--- src/rtl/dq_pkg.sv ---
// Package for the double-ended queue: sizes, operation codes and the control
// bundle broadcast along the storage chain. No dependencies.
package dq_pkg;

    localparam int DEPTH     = 1024;
    localparam int PTR_W     = $clog2(DEPTH);
    localparam int COUNT_W   = $clog2(DEPTH + 1);
    localparam int LEAVES    = 1 << PTR_W;
    localparam int WORD_W    = 32;
    localparam int FUNC_W    = 2;
    localparam int CNT_OUT_W = 11;

    localparam logic [FUNC_W-1:0] FUNC_INS_HEAD = 2'd0;
    localparam logic [FUNC_W-1:0] FUNC_INS_TAIL = 2'd1;
    localparam logic [FUNC_W-1:0] FUNC_REM_HEAD = 2'd2;
    localparam logic [FUNC_W-1:0] FUNC_REVERSE  = 2'd3;

    typedef struct packed {
        logic              shift_right;
        logic              shift_left;
        logic              write_tail;
        logic [PTR_W-1:0]  fill_idx;
        logic [PTR_W-1:0]  last_idx;
        logic [WORD_W-1:0] din;
    } dq_ctrl_t;

endpackage

--- src/rtl/dq_cell.sv ---
// One storage cell of the queue chain: holds a word, shifts with its
// neighbors, takes a tail write at its own index. Depends on dq_pkg.
module dq_cell
    import dq_pkg::*;
(
    input  logic              aclk,
    input  dq_ctrl_t          ctrl,
    input  logic [PTR_W-1:0]  idx,
    input  logic [WORD_W-1:0] left_word,
    input  logic [WORD_W-1:0] right_word,
    output logic [WORD_W-1:0] word,
    output logic [WORD_W-1:0] tap
);

    logic [WORD_W-1:0] word_reg;

    always_ff @(posedge aclk) begin
        if (ctrl.shift_right) begin
            word_reg <= left_word;
        end else if (ctrl.shift_left) begin
            word_reg <= right_word;
        end else if (ctrl.write_tail && (idx == ctrl.fill_idx)) begin
            word_reg <= ctrl.din;
        end
    end

    assign word = word_reg;
    // drive the word into the reduction tree only from the last occupied cell
    assign tap  = (idx == ctrl.last_idx) ? word_reg : '0;

endmodule

--- config.mk ---
export PLATFORM = sky130hd
export DESIGN_NAME = dq_cell
export DESIGN_NICKNAME = d
export VERILOG_FILES = /design/src/rtl/dq_pkg.sv /design/src/rtl/dq_cell.sv
export SDC_FILE = /design/constraint.sdc
export NUM_CORES = 1
export LEC_CHECK = 0
export BUFFER_PORTS_ARGS = -buffer_cell sky130_fd_sc_hd__buf_4
export CAP_MARGIN = 20
export CORE_MARGIN = 2
export CORE_UTILIZATION = 30
export DETAILED_ROUTE_END_ITERATION = 7
export PLACE_DENSITY = 0.7
export SKIP_CTS_REPAIR_TIMING = 1
export SLEW_MARGIN = 15
export SYNTH_ARGS = -nofsm -noshare
export SYNTH_HDL_FRONTEND = slang
export SYNTH_SLANG_ARGS = --single-unit
--- constraint.sdc ---
create_clock -name aclk -period 5.1 [get_ports aclk]
set_clock_uncertainty 0.2 [all_clocks]
set_input_delay 0.765 -clock aclk [delete_from_list [all_inputs] [get_ports aclk]]
set_output_delay 0.765 -clock aclk [all_outputs]
set_load 0.1 [all_outputs]
* Yosys cells after proc, flatten, opt, wreduce, memory -nomap -nowiden
Cells that the tools add are included.
** Word-level totals
- Register bits :: 32
** Operators by class
- Multiplexer cells :: 4
- Reduce and logical (&&, ||, !) cells :: 2
- Eq/ne operators :: 2
** Operators with widths (number)
- $mux W32 :: 4
- $eq A10 B10 Y1 :: 2
- $reduce_bool A3 Y1 :: 1
- $logic_and A1 B1 Y1 :: 1

* Depth between registers and ports, before layout
Gate-level depths: netlist of the first run.
- Word-level depth :: 5
- Depth in mapped cells :: 4

* Worst setup path after synthesis of the first run
Ideal clock, no wire load.
- Path type :: input-to-output
- From :: input port ctrl[32] in the netlist's numbering
- To :: output port tap[0]
- Required time :: 4.135 ns
- Arrival :: 4.077 ns
- Stages on the path :: 3
- Path slack :: 0.058 ns
- Cell sequence :: xnor2_1 -> nand4_2 -> nor4_1
** On the way
- Longest elaborated chain between the ends :: 2
** Ends and longest elaborated chain
- start: declaration :: line dq_cell.sv:7 : input dq_ctrl_t ctrl,
- $eq A10 B10 Y1 :: line dq_cell.sv:29 : assign tap = (idx == ctrl.last_idx) ? word_reg : '0;
- $mux W32 :: line dq_cell.sv:29
- end: declaration :: line dq_cell.sv:12 : output logic [WORD_W-1:0] tap
No other way between the ends.

* Worst setup path in the final report of the first run
Ends and elaborated chain as after synthesis.

==> impl_metrics.toml, run 1 <==
[sta]
final-max-slew-violation-count = 0
worst_pin_slew_ns = 0.934
post-route-period-util_pct = 71.0
hold_viol = 0
relSlewSlack_pct = 37.5
setup_viol = 0
whs_ns = 0.568
rsz0062_at_grt = "false"
tns_ns = 0
max_freq_ghz = 0.276
period_minus_slack_ns = 3.62

[run]
drv_cap = 0

[layout]
utilization_pct = 51.4
diodes = 0
drive_above_1_share_pct = 55.6
largest_reg_flops = 32
area_delta_synth_final_pct = 65.8
fill_cells = 738
final_net_count = 553

[grt]
grt_max_degree = 66
grt_usage_pct = 16.8
grt_pass1_vias = 2371
grt_pass1_wl_mm = 11.6
grt-ovfl-total = 0
antenna_found_initial = 0

[status]
status = "finished clean"

[drt]
initialDrtViolationCount = 29
wl_per_cell_um = 14.2
wl_mm = 7.45
ant_nets = 0
vias = 2398
viasPerCell = 4.57
drc = 0
drt_pass1_iterations = 5

[critical_path]
crit_required_ns = 4.14
cp_top_family = "buffers and inverters"
cp_max_fo = 19
crit_path_max_incr_delay_ns = 0.47
critPathSlowestCell = "nand4_2"
critPathMostFrequentCell = "buf_4"
critical_path_class = "input pin to output port"
setup.worst_path.end_class = "output port"
crit_chain = "buf_4 -> xnor2_1 -> nand4_2 -> buf_4 -> nor4_1 -> buf_4"
crit_buf_inv = 3
startpoint_type = "input pin"
crit_arrival_ns = 2.65

[floorplan]
rows = 32
start_util_pct = 31.0
die_w_um = 93.6
core_um2 = 7770
die_area_um2 = 8750
die_h_um = 93.6
pin_count = 194

[cts]
path_clk_slew_ns = 0.06
cts_sinks = 32
cts_tree = "yes"
cts.htree.levels = 2
cts_buffer_depth = 2
cts_root_buffer = "clkbuf_8"
cts_inserted_buffers = 5

[placed_design]
gp_congestion = 0.778
io_buffers = 193
hpwl_mm = 5.87

[yosys]
synth-seq-cells = 32
syn_area_um2 = 2410
netlist-cell-type-count = 17
netlist_instances = 240
syn_nets = 370
synth.avg_cell_area_um2 = 10.0
synth_seq_area_share_pct = 39.9
yosys_warnings = 0

[power_and_ir_drop]
leakage_nw = 1.86
power.density_nw_per_um2 = 249
ir_drop_uv = 106
p_total_w = 0.000993

[min_path]
min_path_type = "input pin to register"
[area by class of cell]
| cell class | instances | area (µm²) | area share, % |
|---|---|---|---|
| multi-input cells | 156 | 1230 | 30.9 |
| clock inverters | 1 | 5.00 | 0.125 |
| inverters | 32 | 120 | 3.01 |
| clock buffers | 6 | 72.6 | 1.82 |
| well taps | 102 | 128 | 3.20 |
| flip-flops and latches | 32 | 961 | 24.1 |
| repair buffers | 196 | 1470 | 36.9 |
[layer usage]
metal  routed length (µm)  share of wire [%]  global-route usage, %  up-vias
met3                  609                8.2                   3.95        4
met4                   61               0.82                   4.59        0
li1                     -                  -                      -     1205
met1                 2860                 38                   18.7     1089
met5                    0                  0                      0        -
met2                 3920                 53                   31.6      100
[placed cells by master, fill, tap and decap left out, drive strengths merged]
cell type	count
buf	196
o21ai	32
nand3	1
clkinv	1
xnor2	20
o31ai	1
nand2	33
clkbuf	6
edfxtp	32
mux2i	32
inv	32
nand4	4
nor4	32
nor2	1
[cells in the mapped netlist]
cell	instances	share of area [%]
edfxtp_1	32	40
inv_1	32	5.0
buf_2	10	2.1
xnor2_1	20	7.3
nor4_2	30	16
nor4_1	2	0.52
o31ai_1	1	0.31
nor2_1	1	0.16
o21ai_0	11	2.3
mux2i_1	32	13
o21ai_1	21	4.4
nand2_1	33	5.1
buf_6	3	1.4
clkbuf_1	7	1.1
nand4_1	3	0.78
nand3_1	1	0.21
nand4_2	1	0.52
[kinds of logic after synthesis]
| group | synth area share, % |
|---|---|
| compound gates | 6.97 |
| xor+xnor | 7.28 |
| flops | 39.9 |
| simple gates | 22.9 |
| mux | 13.3 |
| buf+inv | 9.57 |
[metrics by stage]
stage / instance area (µm²) / cells / worst slack (ns)
after global routing: 3990 / 525 / 1.31
after global placement: 3910 / 518 / 1.52
after detailed placement: 3910 / 518 / 1.48
after CTS: 3990 / 525 / 1.47
after floorplan: 2410 / 240 / 0.0580
final: 3990 / 525 / 1.48
[worst paths after layout]
kind	start	to	depth (start not counted)
worst min-delay path	left_word[6]	word[6]	3
worst max-delay path	ctrl[32]	tap[0]	6
[where the power goes]
part	leakage, nW	switching, W	total (W)	internal [W]
combinational	1.49	0.000331	0.000470	0.000138
clock	0.0410	0.0000887	0.000181	0.0000927
sequential	0.330	0.0000153	0.000342	0.000327
total	1.86	0.000435	0.000993	0.000558
No activity file was read; power rests on OpenSTA's default activity.
==> inputs of run 2 (changes only) <==
- clock period: 5.1 -> 3.45 ns (I/O delays scaled with it)
==> run 2 against run 1 <==
Sequential share of layout area is 0.17 points lower. Worst hold slack worse by 0.25 ns. Non-clock buffer count is 2 higher. Flip-flop and latch count stayed put. Via count is 2.1% higher. Die area stayed put. First-iteration DRC count is 79% higher. Utilization is 0.35 points higher. Power is 49% higher. Critical path type unchanged. Global-route usage is 0.58 points higher.
==> impl_metrics.toml, run 2 (synthesis results as in run 1) <==
[sta]
relSlewSlack_pct = 61.5
period_minus_slack_ns = 2.64
hold_viol = 0
final-max-slew-violation-count = 0
rsz0062_at_grt = "false"
worst_pin_slew_ns = 0.577
whs_ns = 0.318
fin_ws_ns = 0.807
setup_viol = 0
max_freq_ghz = 0.378
post-route-period-util_pct = 76.6

[cts]
path_clk_slew_ns = 0.07
cts_inserted_buffers = 5
cts_buffer_depth = 2
cts_sinks = 32
cts_tree = "yes"
cts.htree.levels = 2
cts_root_buffer = "clkbuf_8"

[drt]
wl_per_cell_um = 14.7
ant_nets = 0
initialDrtViolationCount = 52
viasPerCell = 4.65
vias = 2449
wl_mm = 7.77
drt_pass1_iterations = 6
drc = 0

[placed_design]
dpl_cell_area_um2 = 3940
gp_congestion = 0.784
hpwl_mm = 6.08
io_buffers = 193
post-place-ws_ns = 0.810

[layout]
final_net_count = 555
final_area_um2 = 4020
final_common_cell = "buf_4"
largest_reg_flops = 32
diodes = 0
drive_above_1_share_pct = 56.2
fill_cells = 719
area_delta_synth_final_pct = 66.9

[power_and_ir_drop]
p_switching_w = 0.000649
clkPwrFrac_pct = 18.1
ir_drop_uv = 157
power.density_nw_per_um2 = 367
pwr-share-comb_pct = 47.4
swShare_pct = 44.0
seq_power_share_pct = 34.5
leakage_nw = 1.87
p_total_w = 0.00148
p_int_w = 0.000827

[status]
status = "finished clean"

[floorplan]
pin_count = 194
die_w_um = 93.6
die_area_um2 = 8750
rows = 32
start_util_pct = 31.0
die_h_um = 93.6
core_um2 = 7770

[grt]
antenna_found_initial = 0
grt_pass1_wl_mm = 11.8
grt_max_degree = 66
grt_usage_pct = 17.4
grt_pass1_vias = 2443
grt-ovfl-total = 0

[critical_path]
setup.worst_path.end_class = "output port"
startpoint = "ctrl[32]"
cp_max_fo = 32
crit_arrival_ns = 1.93
crit_required_ns = 2.73
startpoint_type = "input pin"
critical_path_class = "input pin to output port"

[min_path]
hold_path_depth = 3
hold_path_startpoint = "left_word[2]"
min_path_type = "input pin to register"

[run]
drv_cap = 0
[run 2: path summary, 6_finish.rpt]
kind / end
setup / recovery: tap[0]
hold / removal: word[2]
[run 2: through the flow]
| stage | util [%] | cells | setup TNS [ns] |
|---|---|---|---|
| finish | 51.7 | 527 | 0 |
| global route | 51.7 | 527 | 0 |
| CTS | 51.7 | 527 | 0 |
| detailed placement | 50.7 | 520 | 0 |
| global placement | 50.7 | 520 | 0 |
| floorplan | - | 240 | -3.23 |
[run 2: routing by layer]
layer | global-route usage [%] | share of wire, %
met5 | 0 | 0
met4 | 5.56 | 1.6
met3 | 3.38 | 6.3
met2 | 33.4 | 54
met1 | 18.9 | 39
[run 2: power by group through the flow]
stage,Combinational [W],Sequential (W),Clock (W)
final,0.000700,0.000509,0.000268
after global routing,0.000735,0.000515,0.000296
after CTS,0.000706,0.000509,0.000282
after detailed placement,0.000705,0.000518,0
after global placement,0.000698,0.000515,0
after floorplan,0.000156,0.000844,0
[run 2: area by class of cell]
class | instances | area, µm² | area share [%]
well taps | 102 | 128 | 3.18
flip-flops and latches | 32 | 961 | 23.9
multi-input cells | 156 | 1240 | 31.0
inverters | 32 | 120 | 2.99
repair buffers | 198 | 1490 | 37.0
clock inverters | 1 | 5.00 | 0.125
clock buffers | 6 | 72.6 | 1.81
[run 2: critical path: stages]
cell	delay, ns
buf_4	0.11
xnor2_1	0.20
nand4_2	0.12
buf_4	0.30
nor4_2	0.31
buf_4	0.34
==> inputs of run 3 (changes only) <==
- clock period: 3.45 -> 2.5 ns (I/O delays scaled with it)
==> run 3 against run 2 <==
Routed wire length down 1.4%. Clock power up 79%. Flip-flop and latch count unchanged. Power up 53%. Worst hold slack worse by 0.14 ns. Sequential share of layout area down 2.2 points. Global-route usage about the same. Count of clock-buffer cells in the layout down 1. Sequential power up 40%. Non-clock buffer count up 2. Via count down 1.2%. Critical path type unchanged. Largest cell class unchanged. Largest power group unchanged. Highest routed layer unchanged.
==> impl_metrics.toml, run 3 (synthesis results as in run 1) <==
[status]
status = "finished clean"

[min_path]
hold_path_startpoint = "left_word[11]"
min_path_type = "input pin to register"
hold_end = "word[11]"
hold_path_depth = 3

[power_and_ir_drop]
ir_drop_uv = 311
power.density_nw_per_um2 = 510
leakage_nw = 2.08

[layout]
final_common_cell = "buf_4"
drive_above_1_share_pct = 63.6
largest_reg_flops = 32
area_delta_synth_final_pct = 83.6
final_cell_mix = "195 x buf_4, 32 x mux2i_1, 32 x nand2_1, 32 x nor4_4, 32 x edfxtp_1"
final_area_um2 = 4420
utilization_pct = 56.9
final_net_count = 557
diodes = 0

[drt]
initialDrtViolationCount = 39
drc = 0
ant_nets = 0
wl_mm = 7.66
viasPerCell = 4.56
wl_per_cell_um = 14.5
vias = 2419
drt_pass1_iterations = 4

[floorplan]
core_um2 = 7770
die_h_um = 93.6
die_area_um2 = 8750
die_w_um = 93.6
start_util_pct = 31.0
pin_count = 194
rows = 32

[grt]
grt_max_degree = 45
grt_usage_pct = 17.4
grt_pass1_wl_mm = 11.9
grt-ovfl-total = 0
grt_pass1_vias = 2471
antenna_found_initial = 0

[cts]
cts_tree = "yes"
cts_sinks = 32
cts.htree.levels = 2
path_clk_slew_ns = 0.07
cts_inserted_buffers = 5
cts_buffer_depth = 2
cts_root_buffer = "clkbuf_8"

[sta]
max_freq_ghz = 0.424
relSlewSlack_pct = 68.4
period_minus_slack_ns = 2.36
setup_viol = 0
post-route-period-util_pct = 94.3
worst_pin_slew_ns = 0.474
final-max-slew-violation-count = 0
rsz0062_at_grt = "false"
hold_viol = 0

[placed_design]
dpl_cell_area_um2 = 4310
hpwl_mm = 6.07
gp_congestion = 0.856
io_buffers = 193

[run]
drv_cap = 0

[critical_path]
setup.worst_path.end_class = "output port"
startpoint_type = "input pin"
critical_path_class = "input pin to output port"
cp_max_fo = 32
crit_arrival_ns = 1.78
crit_required_ns = 1.92
==> run 3: changes by cell type in the layout (fill, tap and decap cells not counted), moves of 2 or more <==
cell      before  now
nor4_2        32    0
nor4_4         0   32
inv_1         32    1
inv_2          0   31
buf_12         0    5
buf_4        198  195
clkinv_1       0    2
==> run 3: layer usage <==
metal	GRT usage (%)	wire (µm)	vias up
met5	0	0	-
met4	4.83	85	0
met3	4.11	500	6
met2	32.7	4170	94
met1	19.3	2900	1100
li1	-	-	1219
==> run 3: stage by stage <==
step | total power (W) | setup TNS [ns] | hold WS, ns | instances | worst slack (ns)
floorplan | 0.00146 | -8.33 | 0.366 | 240 | -0.268
global placement | 0.00178 | 0 | 0.457 | 522 | 0.141
detailed placement | 0.00179 | 0 | 0.459 | 522 | 0.137
CTS | 0.00228 | 0 | 0.165 | 530 | 0.136
global route | 0.00235 | 0 | 0.172 | 530 | 0.0547
finish | 0.00225 | 0 | 0.174 | 530 | 0.142
==> run 3: power by group <==
part	switching (W)	internal [W]	total (W)	leakage, nW
clock	0.000191	0.000290	0.000481	0.0532
combinational	0.000742	0.000315	0.00106	1.70
sequential	0.0000457	0.000668	0.000714	0.330
total	0.000979	0.00127	0.00225	2.08
==> run 3: layout make-up <==
class	instances	area, µm²
fill	702	3350
timing repair buffer	200	1560
multi-input combinational	156	1540
sequential	32	961
tap	102	128
inverter	32	120
clock buffer	5	68.8
clock inverter	3	37.5
==> run 3: worst max-delay path, stage by stage <==
cell     delay, ns
buf_4         0.11
xnor2_1       0.24
nand4_4       0.14
buf_12        0.25
nor4_4        0.31
buf_4         0.33
==> run 3: how the worst max path moves through the flow <==
stage,from,endpoint,slack (ns),cells past startpoint
6_report,ctrl[36],tap[13],0.14,6
5_1_grt,ctrl[36],tap[21],0.05,6
4_1_cts,ctrl[36],tap[2],0.14,6
3_5_place_dp,ctrl[32],tap[2],0.14,6
3_3_place_gp,ctrl[32],tap[30],0.14,6
2_1_floorplan,ctrl[33],tap[10],-0.27,4
